## src/hw/rtl/rss_pkg.sv

```systemverilog
// ----------------------------------------------------------------------------
// rss_pkg: shared types and constants for the RLE sprite span decoder
// Input modes, span kinds, configuration register indexes, control byte codes
// and the parser phase encoding.
// ----------------------------------------------------------------------------
package rss_pkg;

  typedef enum logic [1:0] {
    MODE_STREAM = 2'd0,
    MODE_LOAD   = 2'd1,
    MODE_START  = 2'd2
  } mode_t;

  typedef enum logic [1:0] {
    KIND_SPAN  = 2'd0,
    KIND_SHADE = 2'd1,
    KIND_END   = 2'd2
  } kind_t;

  localparam int CFG_INDEX_BITS = 3;

  typedef enum logic [CFG_INDEX_BITS-1:0] {
    REG_ORIGIN_X     = 3'd0,
    REG_ORIGIN_Y     = 3'd1,
    REG_CLIP_LEFT    = 3'd2,
    REG_CLIP_RIGHT   = 3'd3,
    REG_CLIP_TOP     = 3'd4,
    REG_CLIP_BOTTOM  = 3'd5,
    REG_MIRROR       = 3'd6,
    REG_REMAP_ENABLE = 3'd7
  } reg_index_t;

  localparam int CLIP_RIGHT_RESET  = 640;
  localparam int CLIP_BOTTOM_RESET = 480;

  localparam logic [7:0] CTRL_ROW_END    = 8'h00;
  localparam logic [7:0] CTRL_SPRITE_END = 8'h80;
  localparam logic [7:0] CTRL_SHADOW     = 8'hC0;
  localparam logic [7:0] CTRL_FILL       = 8'hC1;

  typedef enum logic [5:0] {
    PH_CTRL = 6'b000001,
    PH_LIT  = 6'b000010,
    PH_SHA  = 6'b000100,
    PH_SHB  = 6'b001000,
    PH_FCNT = 6'b010000,
    PH_FVAL = 6'b100000
  } phase_t;

endpackage

```

## src/hw/rtl/rss_ifs.sv

```systemverilog
// ----------------------------------------------------------------------------
// rss_ifs: item channels of the RLE sprite span decoder
// rss_in_if carries stream bytes, remap loads and start commands; rss_out_if carries spans.
// ----------------------------------------------------------------------------
interface rss_in_if;
  logic       valid;
  logic       ready;
  logic [1:0] mode;
  logic [7:0] byte_value;
  logic [7:0] remap_index;

  modport source (output valid, mode, byte_value, remap_index, input ready);
  modport sink (input valid, mode, byte_value, remap_index, output ready);
endinterface

interface rss_out_if #(
  parameter int COORD_BITS = 12
);
  logic                         valid;
  logic                         ready;
  logic [1:0]                   kind;
  logic signed [COORD_BITS-1:0] span_x;
  logic signed [COORD_BITS-1:0] span_y;
  logic [7:0]                   span_length;
  logic [7:0]                   color;

  modport source (output valid, kind, span_x, span_y, span_length, color, input ready);
  modport sink (input valid, kind, span_x, span_y, span_length, color, output ready);
endinterface

```

## src/hw/rtl/rle_sprite_span_decoder.sv

```systemverilog
// ----------------------------------------------------------------------------
// rle_sprite_span_decoder: run-length sprite decoder with span clipping
// Parses the sprite byte stream, remaps colors and emits clipped spans.
// ----------------------------------------------------------------------------
// The decoder takes one item per clock cycle while the output is not
// stalled; an accepted byte passes through the stage 1 registers and the
// output register to its span. The first stage parses the byte against the
// parser registers and reads the 256-entry remap memory; the second stage
// clips the run, picks the color from the registered read data and loads
// the output register, which holds the span until it is taken. While the
// output is stalled the first stage holds its run, and once both are full
// the input stalls. Bytes that draw nothing or fall outside the clip window
// give no item. Remap loads write the memory at once and are seen by the
// next byte. The remap memory is not cleared by reset: load every entry
// that a sprite uses before turning on remapping. Configuration must be
// written only while no item is in flight; the block does not enforce it.
module rle_sprite_span_decoder #(
  parameter int COORD_BITS    = 12,
  parameter int REMAP_ENTRIES = 256
) (
  input  logic                                clk,
  input  logic                                rst,
  rss_in_if.sink                              bytes,
  rss_out_if.source                           spans,
  input  logic                                cfg_we,
  input  logic [rss_pkg::CFG_INDEX_BITS-1:0]  cfg_index,
  input  logic [COORD_BITS-1:0]               cfg_data
);

  localparam int C  = COORD_BITS;
  localparam int W  = COORD_BITS + 2;
  localparam int AW = $clog2(REMAP_ENTRIES);
  localparam logic [C-1:0] CMAX = {C{1'b1}};
  localparam logic [C-1:0] HALF = C'(1) << (C - 1);

  // Configuration registers
  logic signed [C-1:0] origin_x;
  logic signed [C-1:0] origin_y;
  logic [C-2:0]        clip_left;
  logic [C-1:0]        clip_right;
  logic [C-2:0]        clip_top;
  logic [C-1:0]        clip_bottom;
  logic                mirror;
  logic                remap_enable;

  always_ff @(posedge clk) begin
    if (rst) begin
      origin_x     <= '0;
      origin_y     <= '0;
      clip_left    <= '0;
      clip_right   <= C'(rss_pkg::CLIP_RIGHT_RESET);
      clip_top     <= '0;
      clip_bottom  <= C'(rss_pkg::CLIP_BOTTOM_RESET);
      mirror       <= 1'b0;
      remap_enable <= 1'b0;
    end else if (cfg_we) begin
      unique case (rss_pkg::reg_index_t'(cfg_index))
        rss_pkg::REG_ORIGIN_X:     origin_x     <= cfg_data;
        rss_pkg::REG_ORIGIN_Y:     origin_y     <= cfg_data;
        rss_pkg::REG_CLIP_LEFT:    clip_left    <= cfg_data[C-2:0];
        rss_pkg::REG_CLIP_RIGHT:   clip_right   <= cfg_data;
        rss_pkg::REG_CLIP_TOP:     clip_top     <= cfg_data[C-2:0];
        rss_pkg::REG_CLIP_BOTTOM:  clip_bottom  <= cfg_data;
        rss_pkg::REG_MIRROR:       mirror       <= cfg_data[0];
        rss_pkg::REG_REMAP_ENABLE: remap_enable <= cfg_data[0];
        default: ;
      endcase
    end
  end

  // Handshake and stage control
  logic s1_valid;
  logic o_valid;
  logic o_free;
  logic accept;

  assign o_free      = !o_valid || spans.ready;
  assign bytes.ready = !s1_valid || o_free;
  assign accept      = bytes.valid && bytes.ready;

  // Remap memory, read and written at the accept edge
  logic [7:0] remap_mem [REMAP_ENTRIES];
  logic [7:0] mem_q;

  always_ff @(posedge clk) begin
    if (accept) begin
      if (rss_pkg::mode_t'(bytes.mode) == rss_pkg::MODE_LOAD) begin
        remap_mem[bytes.remap_index[AW-1:0]] <= bytes.byte_value;
      end
      mem_q <= remap_mem[bytes.byte_value[AW-1:0]];
    end
  end

  // Parser state
  rss_pkg::phase_t phase, phase_next;
  logic [7:0]      run_rem, run_rem_next;
  logic [C-1:0]    col_off, col_off_next;
  logic [C-1:0]    row_off, row_off_next;
  logic            done, done_next;

  // Stage 1 decode
  logic [7:0]          b;
  logic                run_go;
  logic [7:0]          run_n;
  logic                run_shade;
  logic                run_remap;
  logic                end_go;
  logic                skip_go;
  logic [7:0]          add_amt;
  logic [C:0]          col_sum;
  logic [C-1:0]        col_sat;
  logic signed [W-1:0] ox_w, oy_w, y_w, off_w, n_w, bb_w, ctop_w;
  logic signed [W-1:0] lo_f, hi_f, ox_off, lo_m, hi_m;
  logic                draw_ok;

  assign b = bytes.byte_value;

  always_comb begin
    phase_next   = phase;
    run_rem_next = run_rem;
    done_next    = done;
    run_go       = 1'b0;
    run_n        = b;
    run_shade    = 1'b0;
    run_remap    = 1'b0;
    end_go       = 1'b0;
    skip_go      = 1'b0;
    if (!done) begin
      unique case (phase)
        rss_pkg::PH_LIT: begin
          run_rem_next = run_rem - 8'd1;
          if (run_rem_next == 8'd0) begin
            phase_next = rss_pkg::PH_CTRL;
          end
          run_go    = 1'b1;
          run_n     = 8'd1;
          run_remap = remap_enable;
        end
        rss_pkg::PH_SHA: begin
          if (b[1:0] == 2'd0) begin
            phase_next = rss_pkg::PH_SHB;
          end else begin
            phase_next = rss_pkg::PH_CTRL;
            run_go     = 1'b1;
            run_n      = {6'd0, b[1:0]};
            run_shade  = 1'b1;
          end
        end
        rss_pkg::PH_SHB: begin
          phase_next = rss_pkg::PH_CTRL;
          run_go     = 1'b1;
          run_shade  = 1'b1;
        end
        rss_pkg::PH_FCNT: begin
          run_rem_next = b;
          phase_next   = rss_pkg::PH_FVAL;
        end
        rss_pkg::PH_FVAL: begin
          phase_next   = rss_pkg::PH_CTRL;
          run_rem_next = 8'd0;
          run_go       = 1'b1;
          run_n        = run_rem;
          run_remap    = remap_enable;
        end
        rss_pkg::PH_CTRL: begin
          if (b == rss_pkg::CTRL_ROW_END) begin
            // Ends the sprite when the next row would reach the bottom bound.
            end_go = (y_w + W'(1)) >= bb_w;
          end else if (b < rss_pkg::CTRL_SPRITE_END) begin
            run_rem_next = b;
            phase_next   = rss_pkg::PH_LIT;
          end else if (b == rss_pkg::CTRL_SPRITE_END) begin
            end_go = 1'b1;
          end else if (b < rss_pkg::CTRL_SHADOW) begin
            skip_go = 1'b1;
          end else if (b == rss_pkg::CTRL_SHADOW) begin
            phase_next = rss_pkg::PH_SHA;
          end else if (b == rss_pkg::CTRL_FILL) begin
            phase_next = rss_pkg::PH_FCNT;
          end else begin
            run_rem_next = b - rss_pkg::CTRL_SHADOW;
            phase_next   = rss_pkg::PH_FVAL;
          end
        end
        default: ;
      endcase
      if (end_go) begin
        done_next    = 1'b1;
        phase_next   = rss_pkg::PH_CTRL;
        run_rem_next = 8'd0;
      end
    end
  end

  // Column advance saturates at the top of the offset range.
  assign add_amt = skip_go ? {1'b0, b[6:0]} : run_n;
  assign col_sum = {1'b0, col_off} + {{(C - 7){1'b0}}, add_amt};
  assign col_sat = col_sum[C] ? CMAX : col_sum[C-1:0];

  always_comb begin
    col_off_next = col_off;
    row_off_next = row_off;
    if (!done) begin
      if (run_go || skip_go) begin
        col_off_next = col_sat;
      end else if (phase == rss_pkg::PH_CTRL && b == rss_pkg::CTRL_ROW_END && !end_go) begin
        row_off_next = row_off + C'(1);
        col_off_next = '0;
      end
    end
  end

  assign ox_w   = {{2{origin_x[C-1]}}, origin_x};
  assign oy_w   = {{2{origin_y[C-1]}}, origin_y};
  assign off_w  = {2'b00, col_off};
  assign n_w    = {{(W - 8){1'b0}}, run_n};
  assign y_w    = oy_w + {2'b00, row_off};
  assign bb_w   = {2'b00, (clip_bottom > HALF) ? HALF : clip_bottom};
  assign ctop_w = {3'b000, clip_top};
  assign lo_f   = ox_w + off_w;
  assign hi_f   = lo_f + n_w;
  assign ox_off = ox_w - off_w;
  assign hi_m   = ox_off + W'(1);
  assign lo_m   = hi_m - n_w;

  assign draw_ok = (run_n != 8'd0) && (col_off != CMAX) && (y_w >= ctop_w) && (y_w < bb_w);

  always_ff @(posedge clk) begin
    if (rst) begin
      phase   <= rss_pkg::PH_CTRL;
      run_rem <= '0;
      col_off <= '0;
      row_off <= '0;
      done    <= 1'b1;
    end else if (accept) begin
      unique case (rss_pkg::mode_t'(bytes.mode))
        rss_pkg::MODE_STREAM: begin
          phase   <= phase_next;
          run_rem <= run_rem_next;
          col_off <= col_off_next;
          row_off <= row_off_next;
          done    <= done_next;
        end
        rss_pkg::MODE_START: begin
          phase   <= rss_pkg::PH_CTRL;
          run_rem <= '0;
          col_off <= '0;
          row_off <= '0;
          done    <= 1'b0;
        end
        default: ;
      endcase
    end
  end

  // Stage 1 registers: the unclipped run or an end marker
  logic                s1_end;
  logic                s1_shade;
  logic                s1_remap;
  logic [7:0]          s1_color;
  logic signed [W-1:0] s1_lo, s1_hi, s1_y;
  logic                s1_cand;

  assign s1_cand = (rss_pkg::mode_t'(bytes.mode) == rss_pkg::MODE_STREAM) && !done
                   && (end_go || (run_go && draw_ok));

  always_ff @(posedge clk) begin
    if (rst) begin
      s1_valid <= 1'b0;
    end else if (accept) begin
      s1_valid <= s1_cand;
    end else if (o_free) begin
      s1_valid <= 1'b0;
    end
  end

  always_ff @(posedge clk) begin
    if (accept) begin
      s1_end   <= end_go;
      s1_shade <= run_shade;
      s1_remap <= run_remap;
      s1_color <= run_shade ? 8'd0 : b;
      s1_lo    <= mirror ? lo_m : lo_f;
      s1_hi    <= mirror ? hi_m : hi_f;
      s1_y     <= y_w;
    end
  end

  // Stage 2: clip against the horizontal window
  logic signed [W-1:0] cl_w, br_w, lo_c, hi_c, len_w;
  logic                visible;

  assign cl_w    = {3'b000, clip_left};
  assign br_w    = {2'b00, (clip_right > HALF) ? HALF : clip_right};
  assign lo_c    = (s1_lo < cl_w) ? cl_w : s1_lo;
  assign hi_c    = (s1_hi > br_w) ? br_w : s1_hi;
  assign len_w   = hi_c - lo_c;
  assign visible = hi_c > lo_c;

  always_ff @(posedge clk) begin
    if (rst) begin
      o_valid <= 1'b0;
    end else if (s1_valid && o_free) begin
      o_valid <= s1_end || visible;
    end else if (spans.ready) begin
      o_valid <= 1'b0;
    end
  end

  always_ff @(posedge clk) begin
    if (s1_valid && o_free) begin
      if (s1_end) begin
        spans.kind        <= rss_pkg::KIND_END;
        spans.span_x      <= '0;
        spans.span_y      <= '0;
        spans.span_length <= '0;
        spans.color       <= '0;
      end else begin
        spans.kind        <= s1_shade ? rss_pkg::KIND_SHADE : rss_pkg::KIND_SPAN;
        spans.span_x      <= lo_c[C-1:0];
        spans.span_y      <= s1_y[C-1:0];
        spans.span_length <= len_w[7:0];
        spans.color       <= s1_remap ? mem_q : s1_color;
      end
    end
  end

  assign spans.valid = o_valid;

endmodule
```

## src/flat_wrapper.sv

```systemverilog
// flat-port wrapper written by rule: the top's interface ports become plain ports
module rle_sprite_span_decoder_flat 
#(
  parameter int COORD_BITS    = 12,
  parameter int REMAP_ENTRIES = 256
)
  (clk, rst, cfg_we, cfg_index, cfg_data, bytes_valid, bytes_mode, bytes_byte_value, bytes_remap_index, bytes_ready, spans_valid, spans_kind, spans_span_x, spans_span_y, spans_span_length, spans_color, spans_ready);
  rss_in_if bytes_i ();
  rss_out_if #(.COORD_BITS(COORD_BITS)) spans_i ();
  input  logic clk;
  input  logic rst;
  input  logic cfg_we;
  input  logic [rss_pkg::CFG_INDEX_BITS-1:0] cfg_index;
  input  logic [COORD_BITS-1:0] cfg_data;
  input wire logic [$bits(bytes_i.valid)-1:0] bytes_valid;
  input wire logic [$bits(bytes_i.mode)-1:0] bytes_mode;
  input wire logic [$bits(bytes_i.byte_value)-1:0] bytes_byte_value;
  input wire logic [$bits(bytes_i.remap_index)-1:0] bytes_remap_index;
  output wire logic [$bits(bytes_i.ready)-1:0] bytes_ready;
  output wire logic [$bits(spans_i.valid)-1:0] spans_valid;
  output wire logic [$bits(spans_i.kind)-1:0] spans_kind;
  output wire logic [$bits(spans_i.span_x)-1:0] spans_span_x;
  output wire logic [$bits(spans_i.span_y)-1:0] spans_span_y;
  output wire logic [$bits(spans_i.span_length)-1:0] spans_span_length;
  output wire logic [$bits(spans_i.color)-1:0] spans_color;
  input wire logic [$bits(spans_i.ready)-1:0] spans_ready;
  assign bytes_i.valid = bytes_valid;
  assign bytes_i.mode = bytes_mode;
  assign bytes_i.byte_value = bytes_byte_value;
  assign bytes_i.remap_index = bytes_remap_index;
  assign bytes_ready = bytes_i.ready;
  assign spans_valid = spans_i.valid;
  assign spans_kind = spans_i.kind;
  assign spans_span_x = spans_i.span_x;
  assign spans_span_y = spans_i.span_y;
  assign spans_span_length = spans_i.span_length;
  assign spans_color = spans_i.color;
  assign spans_i.ready = spans_ready;
  rle_sprite_span_decoder #(.COORD_BITS(COORD_BITS), .REMAP_ENTRIES(REMAP_ENTRIES)) u_core (.clk(clk), .rst(rst), .bytes(bytes_i), .spans(spans_i), .cfg_we(cfg_we), .cfg_index(cfg_index), .cfg_data(cfg_data));
endmodule
```

## config.mk

```make
export PLATFORM = sky130hd
export DESIGN_NAME = rle_sprite_span_decoder_flat
export DESIGN_NICKNAME = d
export VERILOG_FILES = /design/src/hw/rtl/rss_pkg.sv /design/src/hw/rtl/rss_ifs.sv /design/src/hw/rtl/rle_sprite_span_decoder.sv /design/src/flat_wrapper.sv
export SDC_FILE = /design/constraint.sdc
export NUM_CORES = 2
export LEC_CHECK = 0
export ABC_AREA = 0
export BUFFER_PORTS_ARGS = -buffer_cell sky130_fd_sc_hd__clkbuf_2
export CAP_MARGIN = 40
export CORE_ASPECT_RATIO = 2
export CORE_MARGIN = 10
export CORE_UTILIZATION = 57
export DETAILED_ROUTE_END_ITERATION = 8
export PLACE_DENSITY = 0.76
export SLEW_MARGIN = 20
export SYNTH_ARGS = -nofsm -noshare
export SYNTH_HDL_FRONTEND = slang
export SYNTH_SLANG_ARGS = --single-unit
```

## constraint.sdc

```tcl
create_clock -name clk -period 4.67 [get_ports clk]
set_input_delay 0.7005 -clock clk [delete_from_list [all_inputs] [get_ports clk]]
set_output_delay 0.7005 -clock clk [all_outputs]
set_load 0.05 [all_outputs]
```

## Yosys cells after proc, flatten, opt, wreduce, memory -nomap -nowiden

Memories as Yosys holds them, arrays and structs flattened. A register that Yosys moved wholly into a read port is not among the register bits.
Index checks and enable logic that the tools add are counted.

| storage, ports and cells | value |
|---|---|
| memories kept | 1 |
| ROM bits | 0 |
| output and inout port bits | 44 |
| latch bits | 0 |
| flip-flop bits (word level) | 206 |
| word-level logic and storage cells | 197 |
| memory bits (writable) | 2048 |

| cells by class | value |
|---|---|
| shift-type cells | 0 |
| add/sub/neg operators | 12 |
| reduce and logical (&&, ||, !) cells | 45 |
| eq/ne operators | 31 |
| bitwise operators | 1 |
| mux-type cells | 70 |
| multipliers | 0 |
| divide/modulo/power cells | 0 |
| order comparisons | 10 |

Memory list:

| memory | depth | width | read ports | clocked after memory_dff | wr ports | RTL line | RTL |
|---|---|---|---|---|---|---|---|
| u_core.remap_mem | 256 | 8 | 1 | 1 | 1 | rle_sprite_span_decoder.sv:82 | `logic [7:0] remap_mem [REMAP_ENTRIES];` |

Operators with widths:

| kind | count |
|---|---|
| $mux W12 | 9 |
| $mux W8 | 12 |
| $mux W14 | 4 |
| $mux W6 | 9 |
| $pmux W12 S2 | 2 |
| $pmux W8 S4 | 1 |
| $pmux W6 S5 | 1 |
| $add A12 B13 Y14 | 2 |
| $add A14 B2 Y14 const B | 2 |
| $mux W1 | 25 |
| $eq A8 B8 Y1 const B | 3 |
| $gt A12 B12 Y1 const B | 2 |
| $pmux W8 S3 | 1 |
| $ne A5 B4 Y1 const B | 4 |
| $reduce_and A2 Y1 | 9 |
| $logic_not A8 Y1 | 2 |
| $lt A8 B8 Y1 const B | 2 |
| $pmux W8 S2 | 1 |
| $add A14 B9 Y14 | 1 |
| $ge A14 B12 Y1 | 1 |
| $ge A14 B13 Y1 | 1 |
| $gt A14 B13 Y1 | 1 |
| $gt A14 B14 Y1 | 1 |
| $lt A14 B12 Y1 | 1 |
| 44 further kinds | 72 |

## Logic depth before layout (Yosys ltp)

| logic depth | value |
|---|---|
| depth in word-level cells | 13 |
| gate-level depth with buffers | 28 |
| mapped depth without buffers | 26 |

## Worst setup path after synthesis

Ideal clock, no wire load.

| path | value |
|---|---|
| path type | input-to-reg |
| from | in bytes_byte_value[1] |
| to | reg u_core.s1_lo[12], data pin |
| data required time | 4.400 ns |
| slack | 0.002 ns |
| stages | 19 |
| setup time | 0.270 ns |
| data arrival time | 4.397 ns |
| path through | clkbuf_1 -> clkbuf_1 -> buf_1 -> o21ai_1 -> a21o_1 -> clkbuf_1 -> a22o_1 -> inv_1 -> ha_1 -> nor2b_1 -> o21ai_0 -> a21boi_0 -> o21ai_0 -> a21boi_0 -> o21a_1 -> nor4_1 -> nor3b_1 -> xnor2_1 -> a21oi_1 |

| between the ends | value |
|---|---|
| longest elaborated chain between the ends | 6 |

Ends and longest elaborated chain:

| item | RTL line | RTL |
|---|---|---|
| start: declaration | flat_wrapper.sv:17 | `input wire logic [$bits(bytes_i.byte_value)-1:0] bytes_byte_value;` |
| $logic_not A2 Y1 | rle_sprite_span_decoder.sv:140 | `if (b[1:0] == 2'd0) begin` |
| $mux W8 | rle_sprite_span_decoder.sv:140 |  |
| $pmux W8 S3 | rle_sprite_span_decoder.sv:129 | `unique case (phase)` |
| $mux W8 * | rle_sprite_span_decoder.sv:128 | `if (!done) begin` |
| $sub A14 B9 Y14 * | rle_sprite_span_decoder.sv:224 | `assign lo_m = hi_m - n_w;` |
| $mux W14 * | rle_sprite_span_decoder.sv:283 | `s1_lo <= mirror ? lo_m : lo_f;` |
| end signal: assignment | rle_sprite_span_decoder.sv:283 |  |
| end: declaration | rle_sprite_span_decoder.sv:261 | `logic signed [W-1:0] s1_lo, s1_hi, s1_y;` |

Mark *: on every way between the ends. The rest lies on a longest branch, timed or not.
A chain may end at the register's enable or synchronous reset.

## Worst setup path after layout

| path | value |
|---|---|
| from | reg u_core.origin_y[0] |
| to | reg u_core.phase[2] |

| between the ends | value |
|---|---|
| longest elaborated chain between the ends | 9 |
| elaborated cells between the ends (all ways) | 15 |
| classes of those cells | add/sub (2); order compare (1); eq/ne (5); mux (6); reduce/logical (1) |

Ends and longest elaborated chain:

| item | RTL line | RTL |
|---|---|---|
| start: declaration | rle_sprite_span_decoder.sv:38 | `logic signed [C-1:0] origin_y;` |
| start signal: assignment | rle_sprite_span_decoder.sv:59 | `rss_pkg::REG_ORIGIN_Y: origin_y <= cfg_data;` |
| $add A12 B13 Y14 * | rle_sprite_span_decoder.sv:217 | `assign y_w = oy_w + {2'b00, row_off};` |
| net u_core.y_w[6] | rle_sprite_span_decoder.sv:112 | `logic signed [W-1:0] ox_w, oy_w, y_w, off_w, n_w, bb_w, ctop_w;` |
| $add A14 B2 Y14 * | rle_sprite_span_decoder.sv:168 | `end_go = (y_w + W'(1)) >= bb_w;` |
| $ge A14 B13 Y1 * | rle_sprite_span_decoder.sv:168 |  |
| $mux W1 * | rle_sprite_span_decoder.sv:166 | `if (b == rss_pkg::CTRL_ROW_END) begin` |
| $mux W1 * | rle_sprite_span_decoder.sv:129 |  |
| $mux W1 * | rle_sprite_span_decoder.sv:128 |  |
| branches (longest 3 deep; another with $reduce_and A8 Y1) | n/a |  |
| end signal: assignment | rle_sprite_span_decoder.sv:230 | `phase <= rss_pkg::PH_CTRL;` |
| end signal: assignment | rle_sprite_span_decoder.sv:238 | `phase <= phase_next;` |
| end signal: assignment | rle_sprite_span_decoder.sv:245 | `phase <= rss_pkg::PH_CTRL;` |
| end: declaration | rle_sprite_span_decoder.sv:95 | `rss_pkg::phase_t phase, phase_next;` |

Mark *: on every way through the listed nets, which the timed path passes. The select of a mux whose other input is x is not followed.

==> reports/metrics.yaml <==
global_routing:
  grt_antenna_before_repair: 13
  overflow: 0
  grt_pass1_vias: 50290
  grt_max_degree: 190
  grt_pass1_wl_mm: 338.0
  track_usage_pct: 25.38
pwr:
  p_per_area_mw_per_mm2: 386.6
  p_leak_uw: 0.03368
  peakVddDrop_mv: 0.2793
place:
  port_buffers: 81
  dpl-instance-area_mm2: 0.09777
  dpl_worst_slack_ns: -0.3498
  gp_congestion: 0.8949
  dp_hpwl_mm: 146.6
  dp_cells: 7045
detailed_routing:
  wl_per_cell_um: 31.20
  dr_wl_met3_mm: 14.88
  drt-initial-drc-count: 4894
  vias: 48230
  ant_nets: 0
  dr.pass1.iters: 6
  drc: 0
  routed.top_layer: "met5"
  wl_met1_mm: 73.13
  vias_per_cell: 6.512
  wl_met2_mm: 125.4
  wirelength_mm: 231.1
yosys:
  synth-seq-area-share_pct: 71.77
  synth_flop_cell: "edfxtp_1"
  synth_edf_count: 2149
  yosysWarnings: 0
  synth_cell_type_count: 86
  synth_cells: 4830
  async_reset_ff_share_pct: 0
  synth_area_per_cell_um2: 19.27
  synth_seq_cells: 2262
  syn-num-nets: 5028
  synth_area_mm2: 0.09307
worst_setup_path:
  cp.required_ns: 5.42
  crit_type: "reg -> reg"
  cp-start-kind: "flip-flop"
  critPathCaptureType: "flip-flop"
  cp_max_fo: 7
  slowest_stage: "or4_4"
  cp_common_cell: "a21o_1"
  worstPathArrival_ns: 5.42
  slowest_delay_ns: 0.54
  reg2reg_slack_ns: 0.004
  worstPathCellList: "ha_4, fa_2, a21o_4, a221oi_4, xnor2_2, nand3_2, nor3_4, xor2_1, ha_1, a21o_1, a21o_1, a221o_1, and2b_1, a221oi_2, and4b_2, buf_4, or4_4, a21oi_2"
layout:
  nets: 5355
  multi_input_area_mm2: 0.02527
  mostFrequentLayoutCells: "2149 x edfxtp_1, 680 x mux4_2, 370 x nor2_1"
  design_area_mm2: 0.1043
  final_common_cell: "edfxtp_1"
  drive_above_1_share_pct: 26.85
  final_util_pct: 64.30
  stdcell_count: 7406
  syn2layout_area_growth_pct: 12.02
  seq_area_mm2: 0.06680
  fillers: 10440
die:
  core_mm2: 0.1621
  dieArea_mm2: 0.1808
  io_pins: 82
  die-width_um: 305.7
  rows: 209
  die_y_um: 591.5
  start_util_pct: 57.40
run:
  max_cap_violations: 0
clock_network:
  htree_levels: 4
  cts_made_buffers: 187
  clk_pin_slew_ns: 0.07
  cts-root-buf: "clkbuf_16"
  cts_hold_buf: 0
  clk_path_buf_depth: 4
  clock_latency_ns: 0.82
  cts_tree: "yes"
  cts_num_sinks: 2262
sta:
  worst_pin_slew_ns: 1.064
  rsz0062_at_grt: "true"
  hold_ws_ns: 0.1957
  hold_violations: 0
  final.min_clock_period_ns: 4.666
  slew_headroom_pct: 29.09
  fin_ws_ns: 0.003747
  drv_slew: 0
  fmax_mhz: 214.3
  fin_crit_sh_pct: 99.92
  fin_worst_skew_ns: 0.03680
  setup_violations: 0
outcome:
  outcome: "complete, no violations"
min_path:
  worstHoldPathType: "in -> reg"
[Yosys cell counts, types with 40 or more instances]
library cell  number  area, um2
nor2_1           373       1400
nand2_1          268       1006
mux4_2           680      15310
nor2b_1           49      306.5
o21ai_0           54      270.3
a21o_1            40      300.3
nand3_1           44      220.2
a21oi_1          144      720.7
clkbuf_1         159      596.8
buf_2             52      260.3
edfxtp_1        2149      64530
xnor2_1           46      402.9
inv_1            105      394.1
dfxtp_1          113       2262
ha_1             153       1914
[where the power goes]
group,leakage [uW],switching (uW),internal [uW]
clock,0.00286,7010,8380
combinational,0.0105,1560,1070
sequential,0.0203,44.0,22200
total,0.0337,8610,31700
[worst paths after layout]
check                        start                     end  cells after the start
max             u_core.origin_y[0]         u_core.phase[2]                     18
min            bytes_byte_value[5]  u_core.remap_mem[5][5]                      1
max reg2reg     u_core.origin_y[0]         u_core.phase[2]                     18
min reg2reg  u_core.clip_bottom[0]   u_core.clip_bottom[0]                      2
[through the flow]
| stage | total power, uW | setup TNS [ns] |
|---|---|---|
| floorplan | 24190 | 0 |
| global placement | 25220 | -2.396 |
| detailed placement | 25290 | -9.466 |
| CTS | 40390 | -0.2655 |
| global route | 41280 | -5.264 |
| finish | 40310 | 0 |
[per-layer routing]
layer	global-route usage, %	vias up
li1	-	20160
met1	27.08	25190
met2	46.45	2172
met3	4.210	691
met4	15.81	12
met5	0	-
[kinds of logic (layout without fill, tap and decap cells)]
family                   after synthesis  count (layout)  share of synthesized area [%]
other                                  0               4                              0
AND/OR/NAND/NOR                      871             871                          4.110
flip-flops                          2262            2262                          71.77
buffers and inverters                350             812                          1.514
adder cells (fa/ha/maj)              160             160                          2.207
multiplexers                         722             722                          16.91
AO/OA/AOI/OAI                        390             390                          2.749
XOR/XNOR                              75              75                         0.7381
[critical path: cells and delay by family, from the launching register on]
family,cells,cell delay [ns]
simple gates,5,1.46
compound gates,7,1.45
fa+ha+maj,3,0.78
xor+xnor,2,0.36
flops,1,0.34
buf+inv,1,0.21
[timing repair]
| item | 4_1_cts | 5_1_grt |
|---|---|---|
| pin swaps | 18 | 62 |
| setup buffers | 6 | 9 |
| gates resized for setup | 36 | 52 |
| cloned | 1 | 0 |
| endpoints found under the hold margin | 0 | 0 |
| endpoints found under the setup margin | 46 | 51 |
[area by class of cell]
| class | instances | area share [%] |
|---|---|---|
| diodes | 4 | 0.009601 |
| repair buffers | 380 | 3.166 |
| clock inverters | 106 | 0.9013 |
| well taps | 2110 | 2.532 |
| clock buffers | 218 | 4.691 |
| flip-flops and latches | 2262 | 64.07 |
| multi-input cells | 2218 | 24.24 |
| inverters | 108 | 0.3900 |
[state kept, by name, summed over array words and instances, names as in the netlist, 12 cells and up]
register,flops
u_core.clip_bottom,12
u_core.clip_right,12
u_core.col_off,12
u_core.origin_x,12
u_core.origin_y,12
u_core.remap_mem,2048
u_core.row_off,12
u_core.s1_hi,14
u_core.s1_lo,14
u_core.s1_y,12
u_core.spans.span_x,12
u_core.spans.span_y,12
Power figures use the tool's default switching activity.
